<file path="src/rtl/core/sab_pkg.sv">
// Shared types and constants for the strobe/acknowledge byte sender.
`timescale 1ns / 1ps

package sab_pkg;

    // Command codes carried by an input transaction
    localparam logic [1:0] CMD_WRITE = 2'd0;
    localparam logic [1:0] CMD_TICK  = 2'd1;
    localparam logic [1:0] CMD_CLEAR = 2'd2;

    // Configuration register indexes
    localparam logic REG_TIMEOUT_LIMIT  = 1'b0;
    localparam logic REG_DEBOUNCE_COUNT = 1'b1;

    // Configuration register widths and reset values
    localparam int          CFG_DATA_W           = 16;
    localparam logic [15:0] TIMEOUT_LIMIT_RESET  = 16'd1800;  // 30 * 60 ticks
    localparam logic [3:0]  DEBOUNCE_COUNT_RESET = 4'd1;

    // One input transaction
    typedef struct packed {
        logic [1:0] command;
        logic [7:0] data_byte;
        logic       counted;
        logic       ack_level;
    } sab_item_t;

    // One result transaction
    typedef struct packed {
        logic [7:0]  port_data;
        logic        strobe_n;
        logic        busy_res;
        logic        accepted;
        logic        timed_out;
        logic [31:0] running_sum;
    } sab_result_t;

    // Configuration values seen by the engine
    typedef struct packed {
        logic [15:0] timeout_limit;
        logic [3:0]  debounce_count;
    } sab_cfg_t;

endpackage

</file>
<file path="src/rtl/core/sab_if.sv">
// Valid/ready channel interfaces for the input and result transactions.
`timescale 1ns / 1ps

interface sab_in_if;
    logic       valid;
    logic       ready;
    logic [1:0] command;
    logic [7:0] data_byte;
    logic       counted;
    logic       ack_level;

    modport source (output valid, command, data_byte, counted, ack_level, input ready);
    modport sink   (input valid, command, data_byte, counted, ack_level, output ready);
endinterface

interface sab_out_if;
    logic        valid;
    logic        ready;
    logic [7:0]  port_data;
    logic        strobe_n;
    logic        busy_res;
    logic        accepted;
    logic        timed_out;
    logic [31:0] running_sum;

    modport source (output valid, port_data, strobe_n, busy_res, accepted, timed_out,
                     running_sum, input ready);
    modport sink   (input valid, port_data, strobe_n, busy_res, accepted, timed_out,
                    running_sum, output ready);
endinterface

</file>
<file path="src/rtl/core/sab_in_stage.sv">
// Input register: captures one transaction and holds it until the engine takes it.
`timescale 1ns / 1ps

module sab_in_stage
    import sab_pkg::*;
(
    input  logic        clk,
    input  logic        rst_n,
    sab_in_if.sink      in_ch,
    input  logic        advance,
    output logic        item_valid,
    output sab_item_t   item
);

    logic      valid_reg;
    logic      valid_next;
    sab_item_t item_reg;
    logic      load;

    // Room whenever empty or the held transaction moves on this cycle
    assign in_ch.ready = !valid_reg || advance;
    assign load        = in_ch.valid && in_ch.ready;

    always_comb
    begin
        valid_next = valid_reg;
        if (load)
        begin
            valid_next = 1'b1;
        end
        else if (advance)
        begin
            valid_next = 1'b0;
        end
    end

    always_ff @(posedge clk or negedge rst_n)
    begin
        if (!rst_n)
        begin
            valid_reg <= 1'b0;
        end
        else
        begin
            valid_reg <= valid_next;
        end
    end

    // Payload needs no reset
    always_ff @(posedge clk)
    begin
        if (load)
        begin
            item_reg.command   <= in_ch.command;
            item_reg.data_byte <= in_ch.data_byte;
            item_reg.counted   <= in_ch.counted;
            item_reg.ack_level <= in_ch.ack_level;
        end
    end

    assign item_valid = valid_reg;
    assign item       = item_reg;

endmodule

</file>
<file path="src/rtl/core/sab_engine.sv">
// Handshake state, checksum and configuration registers with their update logic.
`timescale 1ns / 1ps

module sab_engine
    import sab_pkg::*;
(
    input  logic                  clk,
    input  logic                  rst_n,
    input  logic                  cfg_we,
    input  logic                  cfg_index,
    input  logic [CFG_DATA_W-1:0] cfg_data,
    input  logic                  fire,
    input  sab_item_t             item,
    output sab_result_t           result
);

    localparam logic [1:0] PH_IDLE     = 2'd0;
    localparam logic [1:0] PH_WAIT_ACK = 2'd1;
    localparam logic [1:0] PH_WAIT_REL = 2'd2;

    sab_cfg_t    cfg_reg;

    logic [1:0]  phase_reg,  phase_next;
    logic [7:0]  byte_reg,   byte_next;
    logic        strobe_reg, strobe_next;
    logic [15:0] wait_reg,   wait_next;
    logic [3:0]  match_reg,  match_next;
    logic        flag_reg,   flag_next;
    logic [31:0] sum_reg,    sum_next;
    logic        acc;

    logic        waiting;
    logic        want;
    logic [3:0]  need;
    logic [15:0] lim;
    logic [3:0]  match_upd;
    logic [15:0] wait_upd;

    // Configuration writes
    always_ff @(posedge clk or negedge rst_n)
    begin
        if (!rst_n)
        begin
            cfg_reg.timeout_limit  <= TIMEOUT_LIMIT_RESET;
            cfg_reg.debounce_count <= DEBOUNCE_COUNT_RESET;
        end
        else if (cfg_we)
        begin
            unique case (cfg_index)
                REG_TIMEOUT_LIMIT:  cfg_reg.timeout_limit  <= cfg_data;
                REG_DEBOUNCE_COUNT: cfg_reg.debounce_count <= cfg_data[3:0];
                default: ;
            endcase
        end
    end

    // Zero limits act as one
    assign need = (cfg_reg.debounce_count == 4'd0) ? 4'd1 : cfg_reg.debounce_count;
    assign lim  = (cfg_reg.timeout_limit == 16'd0) ? 16'd1 : cfg_reg.timeout_limit;

    // Unused phase code counts as idle
    assign waiting = (phase_reg == PH_WAIT_ACK) || (phase_reg == PH_WAIT_REL);
    assign want    = (phase_reg == PH_WAIT_ACK);

    // Saturating debounce and wait counters for one sample
    assign match_upd = (item.ack_level != want) ? 4'd0 :
                       (match_reg == 4'hF)       ? match_reg : match_reg + 4'd1;
    assign wait_upd  = (wait_reg == 16'hFFFF) ? wait_reg : wait_reg + 16'd1;

    // Next state for one transaction
    always_comb
    begin
        phase_next  = phase_reg;
        byte_next   = byte_reg;
        strobe_next = strobe_reg;
        wait_next   = wait_reg;
        match_next  = match_reg;
        flag_next   = flag_reg;
        sum_next    = sum_reg;
        acc         = 1'b0;
        unique case (item.command)
            CMD_WRITE:
            begin
                if (!waiting && !flag_reg)
                begin
                    byte_next   = item.data_byte;
                    strobe_next = 1'b0;
                    if (item.counted)
                    begin
                        sum_next = sum_reg + {24'd0, item.data_byte};
                    end
                    phase_next  = PH_WAIT_ACK;
                    wait_next   = 16'd0;
                    match_next  = 4'd0;
                    acc         = 1'b1;
                end
            end
            CMD_TICK:
            begin
                if (waiting)
                begin
                    if (match_upd >= need)
                    begin
                        // Level held long enough: next phase
                        match_next = 4'd0;
                        wait_next  = 16'd0;
                        if (want)
                        begin
                            strobe_next = 1'b1;
                            phase_next  = PH_WAIT_REL;
                        end
                        else
                        begin
                            phase_next = PH_IDLE;
                        end
                    end
                    else if (wait_upd >= lim)
                    begin
                        // Wait ran out: release and flag
                        strobe_next = 1'b1;
                        flag_next   = 1'b1;
                        phase_next  = PH_IDLE;
                        wait_next   = 16'd0;
                        match_next  = 4'd0;
                    end
                    else
                    begin
                        match_next = match_upd;
                        wait_next  = wait_upd;
                    end
                end
            end
            CMD_CLEAR:
            begin
                sum_next  = 32'd0;
                flag_next = 1'b0;
            end
            default: ;
        endcase
    end

    // State registers advance once per transaction
    always_ff @(posedge clk or negedge rst_n)
    begin
        if (!rst_n)
        begin
            phase_reg  <= PH_IDLE;
            byte_reg   <= 8'd0;
            strobe_reg <= 1'b1;
            wait_reg   <= 16'd0;
            match_reg  <= 4'd0;
            flag_reg   <= 1'b0;
            sum_reg    <= 32'd0;
        end
        else if (fire)
        begin
            phase_reg  <= phase_next;
            byte_reg   <= byte_next;
            strobe_reg <= strobe_next;
            wait_reg   <= wait_next;
            match_reg  <= match_next;
            flag_reg   <= flag_next;
            sum_reg    <= sum_next;
        end
    end

    // Result shows the state after the update
    always_comb
    begin
        result.port_data   = byte_next;
        result.strobe_n    = strobe_next;
        result.busy_res    = (phase_next == PH_WAIT_ACK) || (phase_next == PH_WAIT_REL);
        result.accepted    = acc;
        result.timed_out   = flag_next;
        result.running_sum = sum_next;
    end

endmodule

</file>
<file path="src/rtl/core/sab_out_stage.sv">
// Result register: holds one result transaction until the receiver takes it.
`timescale 1ns / 1ps

module sab_out_stage
    import sab_pkg::*;
(
    input  logic        clk,
    input  logic        rst_n,
    input  logic        load_valid,
    input  sab_result_t result,
    output logic        free,
    sab_out_if.source   out_ch
);

    logic        valid_reg;
    logic        valid_next;
    sab_result_t result_reg;
    logic        load;

    // Free when empty or the held result leaves this cycle
    assign free = !valid_reg || out_ch.ready;
    assign load = load_valid && free;

    always_comb
    begin
        valid_next = valid_reg;
        if (load)
        begin
            valid_next = 1'b1;
        end
        else if (out_ch.ready)
        begin
            valid_next = 1'b0;
        end
    end

    always_ff @(posedge clk or negedge rst_n)
    begin
        if (!rst_n)
        begin
            valid_reg <= 1'b0;
        end
        else
        begin
            valid_reg <= valid_next;
        end
    end

    always_ff @(posedge clk)
    begin
        if (load)
        begin
            result_reg <= result;
        end
    end

    assign out_ch.valid       = valid_reg;
    assign out_ch.port_data   = result_reg.port_data;
    assign out_ch.strobe_n    = result_reg.strobe_n;
    assign out_ch.busy_res    = result_reg.busy_res;
    assign out_ch.accepted    = result_reg.accepted;
    assign out_ch.timed_out   = result_reg.timed_out;
    assign out_ch.running_sum = result_reg.running_sum;

endmodule

</file>
<file path="src/rtl/core/strobe_ack_byte_sender.sv">
// Top level of the strobe/acknowledge parallel byte sender.
//
// Usage:
//   in_ch carries one command per transaction: write a byte, tick with an
//   acknowledge sample, or clear the checksum and timeout flag.
//   out_ch returns exactly one result per command: data lines, strobe level,
//   busy, whether a write was taken, the sticky timeout flag and the sum.
//   cfg_we/cfg_index/cfg_data write timeout_limit (index 0) and
//   debounce_count (index 1); write only while no command is in flight.
// Timing:
//   An accepted command lands in the input register, moves into the result
//   register once that register is free and shows on out_ch from then on.
//   One command per cycle is sustained while out_ch.ready stays high; the
//   state update is a single pass of logic between the two registers.
// Reset:
//   rst_n clears both registers' valid bits, idles the handshake with
//   strobe released, zeroes sum and flag, and loads the default config.
// Stalls:
//   While out_ch.ready is low the result holds; the input register takes
//   one more command, then in_ch.ready drops until the result is taken.
`timescale 1ns / 1ps

module strobe_ack_byte_sender
    import sab_pkg::*;
(
    input  logic                  clk,
    input  logic                  rst_n,
    sab_in_if.sink                in_ch,
    sab_out_if.source             out_ch,
    input  logic                  cfg_we,
    input  logic                  cfg_index,
    input  logic [CFG_DATA_W-1:0] cfg_data
);

    logic        item_valid;
    sab_item_t   item;
    logic        free;
    logic        fire;
    sab_result_t result;

    // Transaction moves from input to result register
    assign fire = item_valid && free;

    sab_in_stage u_in_stage (
        .clk        (clk),
        .rst_n      (rst_n),
        .in_ch      (in_ch),
        .advance    (fire),
        .item_valid (item_valid),
        .item       (item)
    );

    sab_engine u_engine (
        .clk       (clk),
        .rst_n     (rst_n),
        .cfg_we    (cfg_we),
        .cfg_index (cfg_index),
        .cfg_data  (cfg_data),
        .fire      (fire),
        .item      (item),
        .result    (result)
    );

    sab_out_stage u_out_stage (
        .clk        (clk),
        .rst_n      (rst_n),
        .load_valid (item_valid),
        .result     (result),
        .free       (free),
        .out_ch     (out_ch)
    );

endmodule

</file>
<file path="src/flat_wrapper.sv">
// flat-port wrapper written by rule: the top's interface ports become plain ports
module strobe_ack_byte_sender_flat import sab_pkg::*;
  (clk, rst_n, cfg_we, cfg_index, cfg_data, in_ch_valid, in_ch_command, in_ch_data_byte, in_ch_counted, in_ch_ack_level, in_ch_ready, out_ch_valid, out_ch_port_data, out_ch_strobe_n, out_ch_busy_res, out_ch_accepted, out_ch_timed_out, out_ch_running_sum, out_ch_ready);
  sab_in_if in_ch_i ();
  sab_out_if out_ch_i ();
  input  logic clk;
  input  logic rst_n;
  input  logic cfg_we;
  input  logic cfg_index;
  input  logic [CFG_DATA_W-1:0] cfg_data;
  input wire logic [$bits(in_ch_i.valid)-1:0] in_ch_valid;
  input wire logic [$bits(in_ch_i.command)-1:0] in_ch_command;
  input wire logic [$bits(in_ch_i.data_byte)-1:0] in_ch_data_byte;
  input wire logic [$bits(in_ch_i.counted)-1:0] in_ch_counted;
  input wire logic [$bits(in_ch_i.ack_level)-1:0] in_ch_ack_level;
  output wire logic [$bits(in_ch_i.ready)-1:0] in_ch_ready;
  output wire logic [$bits(out_ch_i.valid)-1:0] out_ch_valid;
  output wire logic [$bits(out_ch_i.port_data)-1:0] out_ch_port_data;
  output wire logic [$bits(out_ch_i.strobe_n)-1:0] out_ch_strobe_n;
  output wire logic [$bits(out_ch_i.busy_res)-1:0] out_ch_busy_res;
  output wire logic [$bits(out_ch_i.accepted)-1:0] out_ch_accepted;
  output wire logic [$bits(out_ch_i.timed_out)-1:0] out_ch_timed_out;
  output wire logic [$bits(out_ch_i.running_sum)-1:0] out_ch_running_sum;
  input wire logic [$bits(out_ch_i.ready)-1:0] out_ch_ready;
  assign in_ch_i.valid = in_ch_valid;
  assign in_ch_i.command = in_ch_command;
  assign in_ch_i.data_byte = in_ch_data_byte;
  assign in_ch_i.counted = in_ch_counted;
  assign in_ch_i.ack_level = in_ch_ack_level;
  assign in_ch_ready = in_ch_i.ready;
  assign out_ch_valid = out_ch_i.valid;
  assign out_ch_port_data = out_ch_i.port_data;
  assign out_ch_strobe_n = out_ch_i.strobe_n;
  assign out_ch_busy_res = out_ch_i.busy_res;
  assign out_ch_accepted = out_ch_i.accepted;
  assign out_ch_timed_out = out_ch_i.timed_out;
  assign out_ch_running_sum = out_ch_i.running_sum;
  assign out_ch_i.ready = out_ch_ready;
  strobe_ack_byte_sender u_core (.clk(clk), .rst_n(rst_n), .in_ch(in_ch_i), .out_ch(out_ch_i), .cfg_we(cfg_we), .cfg_index(cfg_index), .cfg_data(cfg_data));
endmodule
</file>
<file path="config.mk">
export PLATFORM = sky130hd
export DESIGN_NAME = strobe_ack_byte_sender_flat
export DESIGN_NICKNAME = d
export VERILOG_FILES = /design/src/rtl/core/sab_pkg.sv /design/src/rtl/core/sab_if.sv /design/src/rtl/core/sab_in_stage.sv /design/src/rtl/core/sab_engine.sv /design/src/rtl/core/sab_out_stage.sv /design/src/rtl/core/strobe_ack_byte_sender.sv /design/src/flat_wrapper.sv
export SDC_FILE = /design/constraint.sdc
export NUM_CORES = 1
export LEC_CHECK = 0
export BUFFER_PORTS_ARGS = -buffer_cell sky130_fd_sc_hd__buf_2
export CAP_MARGIN = 20
export CORE_MARGIN = 3
export CORE_UTILIZATION = 50
export DETAILED_ROUTE_END_ITERATION = 12
export PLACE_DENSITY = 0.68
export SLEW_MARGIN = 20
export SYNTH_ARGS = -nofsm -noshare
export SYNTH_HDL_FRONTEND = slang
export SYNTH_SLANG_ARGS = --single-unit
</file>
<file path="constraint.sdc">
create_clock -name clk -period 8.4 [get_ports clk]
set_input_delay 2.52 -clock clk [delete_from_list [all_inputs] [get_ports clk]]
set_output_delay 2.52 -clock clk [all_outputs]
set_load 0.1 [all_outputs]
</file>
* Yosys cells after proc, flatten, opt, wreduce, memory -nomap -nowiden
Index checks and enable logic that the tools add are counted.
Widths: inputs -> output; s select.
** Word-level totals
- Input port bits :: 34
- Flip-flop bits (word level) :: 142
** Operators by class
- Equal/unequal tests :: 11
- Reductions and logical operators :: 20
- Magnitude comparators :: 2
- $add $sub $neg :: 3
- Multiplexer cells :: 41
- Bitwise logic cells :: 1
** Operators with widths (count)
- $mux 16 :: 6
- $mux 32 :: 2
- $pmux 32 s2 :: 1
- $add 32x8->32 :: 1
- $pmux 16 s2 :: 1
- $mux 4 :: 7
- $add 16x1->16 const B :: 1
- $eq 16x16->1 const B :: 1
- $ge 16x16->1 :: 1
- $logic_not 16->1 :: 1
- $mux 8 :: 2
- $mux 1 :: 13
- $mux 2 :: 5
- $pmux 4 s2 :: 1
- $eq 2x1->1 const B :: 3
- $eq 2x2->1 const B :: 3
- $reduce_bool 2->1 :: 3
- $add 4x1->4 const B :: 1
- $eq 4x4->1 const B :: 1
- $ge 4x4->1 :: 1
- $logic_not 1->1 :: 4
- $logic_not 4->1 :: 1
- $logic_or 1x1->1 :: 4
- $ne 2x2->1 const B :: 2
- 8 further kinds :: 12

* Depth between registers and ports, before layout
Gate-level depths: netlist (run 1).
- Word-level depth :: 9
- Gate-level depth with buffers :: 16
- Mapped depth without buffers :: 14

* By module
Synthesis (run 1) repeated with hierarchy kept, for this count alone.
** Unflattened totals
- Cell total of the unflattened synthesis :: 781
- Area, all modules :: 7708.6 sq um
** By module, submodules not included
- sab_engine :: sequential area each 2109.5 sq um, times used 1, cells an instance 716, area each 5913.2 sq um
- sab_out_stage :: sequential area each 1346.3 sq um, times used 1, cells an instance 48, area each 1375.1 sq um
- sab_in_stage :: sequential area each 385.4 sq um, times used 1, cells an instance 16, area each 414.1 sq um
- strobe_ack_byte_sender :: sequential area each 0.0 sq um, times used 1, cells an instance 1, area each 6.3 sq um

* Worst setup path after synthesis (run 1)
No wires, ideal clock.
- Path type :: input to output
- Start :: input port out_ch_ready
- End :: output port in_ch_ready
- Path buffers :: 0
- Required time :: 5880 ps
- Data arrival time :: 3342 ps
- Cell stages on the path :: 1
- Slack :: 2538 ps
- Cells stage by stage :: nand3b_1
** On the way
- Longest elaborated chain between the ends :: 3
** Ends and longest elaborated chain
- start, declared :: RTL line flat_wrapper.sv:24 : input wire logic [$bits(out_ch_i.ready)-1:0] out_ch_ready;
- $logic_or 1x1->1 :: RTL line sab_out_stage.sv:21 : assign free = !valid_reg || out_ch.ready;
- $logic_and 1x1->1 :: RTL line strobe_ack_byte_sender.sv:42 : assign fire = item_valid && free;
- $logic_or 1x1->1 :: RTL line sab_in_stage.sv:21 : assign in_ch.ready = !valid_reg || advance;
- end, declared :: RTL line flat_wrapper.sv:16 : output wire logic [$bits(in_ch_i.ready)-1:0] in_ch_ready;
Every way passes these cells.

* Worst setup path in the final report (run 1)
Ends and elaborated chain as after synthesis.

==> impl_results.md, run 1 <==
* Syn Area/Cell at 9.61 um2
* #FFs+latches synth at 142
* Vias at 6,356
* Slew headroom at 36.9%
* Post-synthesis adder-cell area fraction at 5.82%
* CP Class: in -> out
* Post-layout utilization of the core at 59.2%
* Post-CTS Resized at 0
* Largest family of logic cells by synthesized area: simple AND/OR/NAND/NOR gates
* First-pass GRT wire length at 30,100 um
* Commonest cells post-synth: nand2_1 (133), o21ai_0 (87), dfrtp_1 (80)
* Drt drc at 0
* Critical Path RT at 5.88 ns
* Crit Path Max Fanout at 3
* Max incr delay on CP at 0.44 ns
* Placeable Area at 0.0148 mm2
* Setup violators final at 0
* Postcts setup bufs at 0
* Initial antenna violation count at 0
* Top cell type's share of synthesized area at 26.1%
* Fillers at 1,259
* Tmin final at 5.69 ns
* CP Data Arrival Time at 3.17 ns
* Synth Area in Compound Gates at 18.1%
* Routability cong. at 0.851
* Final cycle utilization of the critical path at 67.8%
* Worst min path class: reg -> reg
* Synth top area cells: dfrtp_1 (26%), edfxtp_1 (22%), nand2_1 (6.5%)
* Die Span Y at 130 um
* Outcome: finished, final reports clean
* Top cell family by delay on the critical path: buffers and inverters
* RSZ-0062 raised after global routing: no
* Worst-Margin Slew at 0.943 ns
* Diode count at 0
* Hold buffer count at cts at 0
* Max-slew violations at 0
* Worst path cell trace: buf_2 > nand3b_1 > buf_2
* Placed Area at 0.00818 mm2
* Type of origin of the critical path: primary input
* Ports at 80
* DR WL/cell at 16.9 um
* Clock slew at reported path FFs at 0.06 ns
* Register area share after synthesis at 50.2%
* Clk sinks at 142
* Worst Clk Skew at 0.00793 ns
* Ys Warns at 0
* CP Capture Type: output pin
* Fin Hold WS at 0.476 ns
* Syn_nets at 866
* GRT Util Overall at 22.6%
* Iter 0 DRT Violations at 415
* Post-synth top area cell: dfrtp_1
* Reg area at 0.00384 mm2
* Finished Cell Area at 0.00874 mm2
* F_max at 176 MHz
* Die Span X at 130 um
* Synthesized cell area at 0.00766 mm2
* Worst vdd ir at 0.000165 V
* Row count at 44
* Setup TNS at 0 ns
* Cts bufs inserted at 17
* Grt ovf at 0
* Initial Util at 51.9%
* Largest net degree at the start of global routing at 58
* Share of layout cells above drive strength 1 at 17.0%
* Number of max-cap violations at 0
* Die Area at 0.0168 mm2
* Clk root buf: clkbuf_16
* Post-synth EDFFs at 56
* Later-pin clock latency in the skew report at 0.42 ns
* Vias in the first global route at 6,240
* Port Buffer Count at 79
* CTS Buffer Depth at 2
* CTS tree: built
* Synth Area in Simple Gates at 18.4%
* HPWL Detailed at 12,400 um
* Post-synthesis mux area share at 1.86%
* Worst Path Buf+Inv at 2
* Drt first pass iters at 5
* Hold Fails Final Rpt at 0
* P&R area growth vs syn at 14.1%
* CP max stage cell: buf_2
* Async SR Flop Fraction at 60.6%
* Area of the multi-input gates at 0.00354 mm2
* P per Cell Area at 250 mW/mm2
* Post-synthesis cell type count at 62
* Post-synthesis xor/xnor area fraction at 1.83%
* Final nets at 931
* Ys flop type: dfrtp_1
* Post-route ant nets at 0
* Depth of the CTS H-tree at 4
* Gate Count Post-Synth at 797
* Leakage power at 0.00373 uW
* Top-count cell post-synth: nand2_1
* Post-Route WL at 17,900 um
* DR vias/cell at 6.00
* Most frequent cell on the critical path: buf_2
## final cells by class
| cell class | count | share of cell area (%) |
|---|---|---|
| Sequential cell | 142 | 44.0 |
| Multi-Input combinational cell | 580 | 40.5 |
| Timing Repair Buffer | 85 | 5.07 |
| Clock buffer | 17 | 4.87 |
| Tap cell | 184 | 2.64 |
| Inverter | 36 | 1.55 |
| Clock inverter | 15 | 1.42 |
## through the flow
step | total power, uW | setup WS, ns | instances
after global routing | 2290 | 2.67 | 1059
after CTS | 2190 | 2.71 | 1059
after detailed placement | 1490 | 2.72 | 1027
after floorplan | 1370 | 2.54 | 797
final | 2180 | 2.71 | 1059
after global placement | 1470 | 2.73 | 1027
## worst paths after layout
check                                                     end  slack, ns  depth (start not counted)                         from
setup / recovery                                  in_ch_ready       2.71                          3                 out_ch_ready
hold / removal                    u_core.u_engine.byte_reg[4]       0.48                          2  u_core.u_engine.byte_reg[4]
setup reg to reg           u_core.u_out_stage.out_ch.busy_res       3.99                         12  u_core.u_engine.wait_reg[5]
hold reg to reg                   u_core.u_engine.byte_reg[4]       0.48                          2  u_core.u_engine.byte_reg[4]
max in group asynchronous         u_core.u_engine.wait_reg[0]       5.22                          2                        rst_n
min in group asynchronous         u_core.u_engine.sum_reg[15]       2.08                          1                        rst_n
## placed cells by master (no fill, tap or decap), drive strengths merged, types with 4 or more instances in the layout
cell type | Yosys | final
clkinv | 1 | 7
inv | 35 | 36
dfstp | 6 | 6
nor3 | 13 | 13
mux2 | 10 | 10
or3 | 14 | 14
nor2 | 35 | 35
a21o | 9 | 9
edfxtp | 56 | 56
dfrtp | 80 | 80
xor2 | 8 | 8
a211oi | 6 | 6
clkinvlp | 0 | 7
and3 | 8 | 8
and2 | 6 | 6
ha | 34 | 34
buf | 8 | 85
a31o | 4 | 4
o21a | 5 | 5
nor4 | 6 | 6
a31oi | 15 | 15
clkbuf | 31 | 17
nand4 | 12 | 12
xnor2 | 8 | 8
nand3b | 4 | 4
nand2b | 8 | 8
nand2 | 133 | 133
o31ai | 17 | 17
nor2b | 4 | 4
a21oi | 39 | 39
o21ai | 87 | 87
o2111ai | 8 | 8
a22o | 5 | 5
nand3 | 42 | 42
## worst reg2reg max path, cell delays in order (launching register included)
cell	delay, ns
dfrtp_1	0.45
nand3_1	0.19
or3b_2	0.53
nor4_1	0.42
nand3_1	0.17
o21a_1	0.17
ha_1	0.34
nand4_1	0.09
or3_1	0.17
o21ai_0	0.16
or4b_1	0.85
and3_1	0.30
o32a_1	0.31
## report_power, final
group,internal (uW),total (uW),switching (uW)
registers,825,895,69.8
clock network,404,703,299
logic,165,586,421
## logic make-up after synthesis
logic type	Yosys count
DFF	142
muxes	13
AOI/OAI and AO/OA	218
xor gates and xnor gates	16
and+or+nand+nor	298
adders and majority gates	35
buffers and inverters	75
## metal layers
metal / GRT usage [%] / part of all wire, % / up-vias
met1: 29.0 / 44 / 3067
met4: 7.76 / 2.3 / 0
met5: 0 / 0 / -
li1: - / - / 3049
met3: 5.49 / 4.5 / 36
met2: 37.7 / 49 / 204
Power figures use the tool's default switching activity.
==> inputs of run 2 (changes only) <==
- ABC_AREA: default -> 1
- PLACE_DENSITY: 0.68 -> 0.71
- clock period: 8.4 -> 4.8 ns (I/O delays scaled with it)
==> impl_results.md, run 2 <==
* Worst setup margin at 0.768 ns
* CTS Buffer Depth at 2
* Setup violators final at 0
* Register area share after synthesis at 50.3%
* Worst R2R Path Depth at 19
* Clock slew at reported path FFs at 0.06 ns
* Setup TNS at 0 ns
* Synth top area cells: dfrtp_1 (26%), edfxtp_1 (22%), nand2_1 (11%)
* P per Cell Area at 519 mW/mm2
* Ys flop type: dfrtp_1
* Reg area at 0.00384 mm2
* Reg2reg setup slack at 0.77 ns
* Routability cong. at 0.903
* Post-Route WL at 17,100 um
* Switching share of power at 41.4%
* Hold depth at 2
* Port Buffer Count at 79
* Type of origin of the critical path: register
* Crit Path Max Fanout at 20
* Clk root buf: clkbuf_16
* Worst Clk Skew at 0.0122 ns
* First-pass GRT wire length at 28,300 um
* CTS tree: built
* F_max at 248 MHz
* Die Area at 0.0168 mm2
* Die Span Y at 130 um
* Ys Warns at 0
* Share of layout cells above drive strength 1 at 13.7%
* Area of the multi-input gates at 0.00318 mm2
* Initial antenna violation count at 0
* Iter 0 DRT Violations at 544
* Switch Pwr at 1900 uW
* Combinational share of power at 35.1%
* Top cell type's share of synthesized area at 26.2%
* Final nets at 1,079
* Gate Count Post-Synth at 925
* Part of the power in registers at 36.3%
* Syn Area/Cell at 8.25 um2
* Post-synth EDFFs at 56
* CP Capture Type: register
* Diode count at 0
* Depth of the CTS H-tree at 4
* Reg2reg start: u_core.u_engine.wait_reg[0]
* Vias in the first global route at 5,980
* Power share of the clock group at 28.6%
* P&R area growth vs syn at 15.6%
* Ports at 80
* Max-slew violations at 0
* Hold buffer count at cts at 0
* Leakage power at 0.00417 uW
* HPWL Detailed at 11,900 um
* Async SR Flop Fraction at 60.6%
* Post-CTS Resized at 0
* Worst-Margin Slew at 0.902 ns
* DR vias/cell at 5.27
* Die Span X at 130 um
* #FFs+latches synth at 142
* Postcts setup bufs at 0
* Worst vdd ir at 0.000471 V
* Outcome: finished, final reports clean
* Cts bufs inserted at 17
* Fillers at 1,324
* Commonest cells post-synth: nand2_1 (227), inv_1 (138), dfrtp_1 (80)
* Post-route ant nets at 0
* Synthesized cell area at 0.00763 mm2
* Largest net degree at the start of global routing at 107
* Internal power at 2680 uW
* Placeable Area at 0.0148 mm2
* Tmin final at 4.03 ns
* Pre-CTS WS at 0.910 ns
* FF-to-FF End: u_core.u_engine.wait_reg[14]
* GRT Util Overall at 21.3%
* Syn_nets at 994
* Grt ovf at 0
* Hold Fails Final Rpt at 0
* Critical Path RT at 5.11 ns
* Top-count cell post-synth: nand2_1
* RSZ-0062 raised after global routing: no
* Commonest cells after routing, fill and taps aside: nand2_1 (227), inv_1 (138), dfrtp_1 (80)
* Worst min path class: reg -> reg
* Slew headroom at 39.7%
* Hold Crit Endpoint: u_core.u_engine.cfg_reg[1]
* Number of max-cap violations at 0
* Most common library cell in the layout ignoring fill and taps: nand2_1
* Hold path startpoint: u_core.u_engine.cfg_reg[1]
* Post-synthesis cell type count at 38
* Clk sinks at 142
* Later-pin clock latency in the skew report at 0.43 ns
* Final cycle utilization of the critical path at 84.0%
* Drt drc at 0
* Initial Util at 51.7%
* DR WL/cell at 14.2 um
* CP Class: reg -> reg
* CP Data Arrival Time at 4.35 ns
* Row count at 44
* Post-synth top area cell: dfrtp_1
* Drt first pass iters at 6
* Vias at 6,360
==> run 2: cell types whose count changed after synthesis, moves of 9 or more <==
cell,delta
or3_1,-14
a21o_1,-9
a31oi_1,-10
mux2_2,-10
o21ai_0,-20
o31ai_1,-17
nor2_1,+43
nand2_1,+94
nand3_1,+15
clkbuf_1,-20
inv_1,+103
o22ai_1,+21
==> run 2: layout make-up <==
| cell class | count | area share, % |
|---|---|---|
| multi-input combinational | 621 | 36.0 |
| clock buffer | 21 | 5.47 |
| tap | 184 | 2.61 |
| sequential | 142 | 43.5 |
| inverter | 142 | 6.05 |
| timing repair buffer | 86 | 5.15 |
| clock inverter | 11 | 1.19 |
==> run 2: how the worst max path moves through the flow <==
stage / startpoint / end / slack [ns] / cells past startpoint
global route: u_core.u_engine.wait_reg[0] / u_core.u_engine.wait_reg[14] / 0.30 / 19
CTS: u_core.u_engine.wait_reg[0] / u_core.u_engine.wait_reg[14] / 0.77 / 19
floorplan: out_ch_ready / u_core.u_out_stage.out_ch.accepted / 1.10 / 5
global placement: u_core.u_engine.wait_reg[0] / u_core.u_engine.wait_reg[11] / 1.07 / 19
detailed placement: u_core.u_engine.wait_reg[0] / u_core.u_engine.match_reg[3] / 0.91 / 19
finish: u_core.u_engine.wait_reg[0] / u_core.u_engine.wait_reg[14] / 0.77 / 19
==> run 2: power by group through the flow <==
stage / Sequential [uW] / Clock, uW / Combinational (uW)
after floorplan: 2230 / 0 / 728
after global routing: 1690 / 1380 / 1770
final: 1660 / 1310 / 1610
after CTS: 1660 / 1320 / 1610
after global placement: 1680 / 0 / 1580
after detailed placement: 1680 / 0 / 1600
==> run 2: worst max-delay path, cell delays in order, from the launching register on <==
cell and delay, ns:
dfrtp_1 0.43, ha_1 0.24, inv_1 0.10, nor2_1 0.15
nand2_1 0.10, nor2_1 0.42, inv_1 0.11, o21ai_0 0.32
inv_1 0.09, ha_1 0.32, nand2_1 0.08, nand3_1 0.07
nand2_1 0.06, nand2_1 0.05, nand2_1 0.05, nand2_1 0.04
nand2_1 0.09, nand3_1 0.11, nand3b_1 0.72, o22ai_1 0.37
==> run 2: metal layers <==
layer	GRT usage, %	share of wire [%]	routed length, um
met5	0	0	0
met4	5.68	1.2	201
met3	5.98	5.6	950
met2	33.5	46	7900
met1	29.5	47	8050
==> run 2: through the flow <==
| stage | std cells | cell area (um2) | hold WS (ns) | utilization [%] | power (uW) |
|---|---|---|---|---|---|
| finish | 1207 | 8820 | 0.490 | 59.8 | 4580 |
| global route | 1207 | 8820 | 0.507 | 59.8 | 4840 |
| CTS | 1207 | 8820 | 0.495 | 59.8 | 4600 |
| detailed placement | 1175 | 8230 | 0.481 | 55.8 | 3280 |
| global placement | 1175 | 8230 | 0.465 | 55.8 | 3250 |
| floorplan | 925 | 7630 | 0.449 | - | 2960 |
==> run 2: kinds of logic after synthesis <==
family                     Yosys count  share of synthesized area [%]
adders and majority gates           35                           5.84
DFF                                142                           50.3
AOI/OAI and AO/OA                  154                           11.1
buffers and inverters              162                           8.05
and+or+nand+nor                    425                           23.9
xor gates and xnor gates             7                          0.803
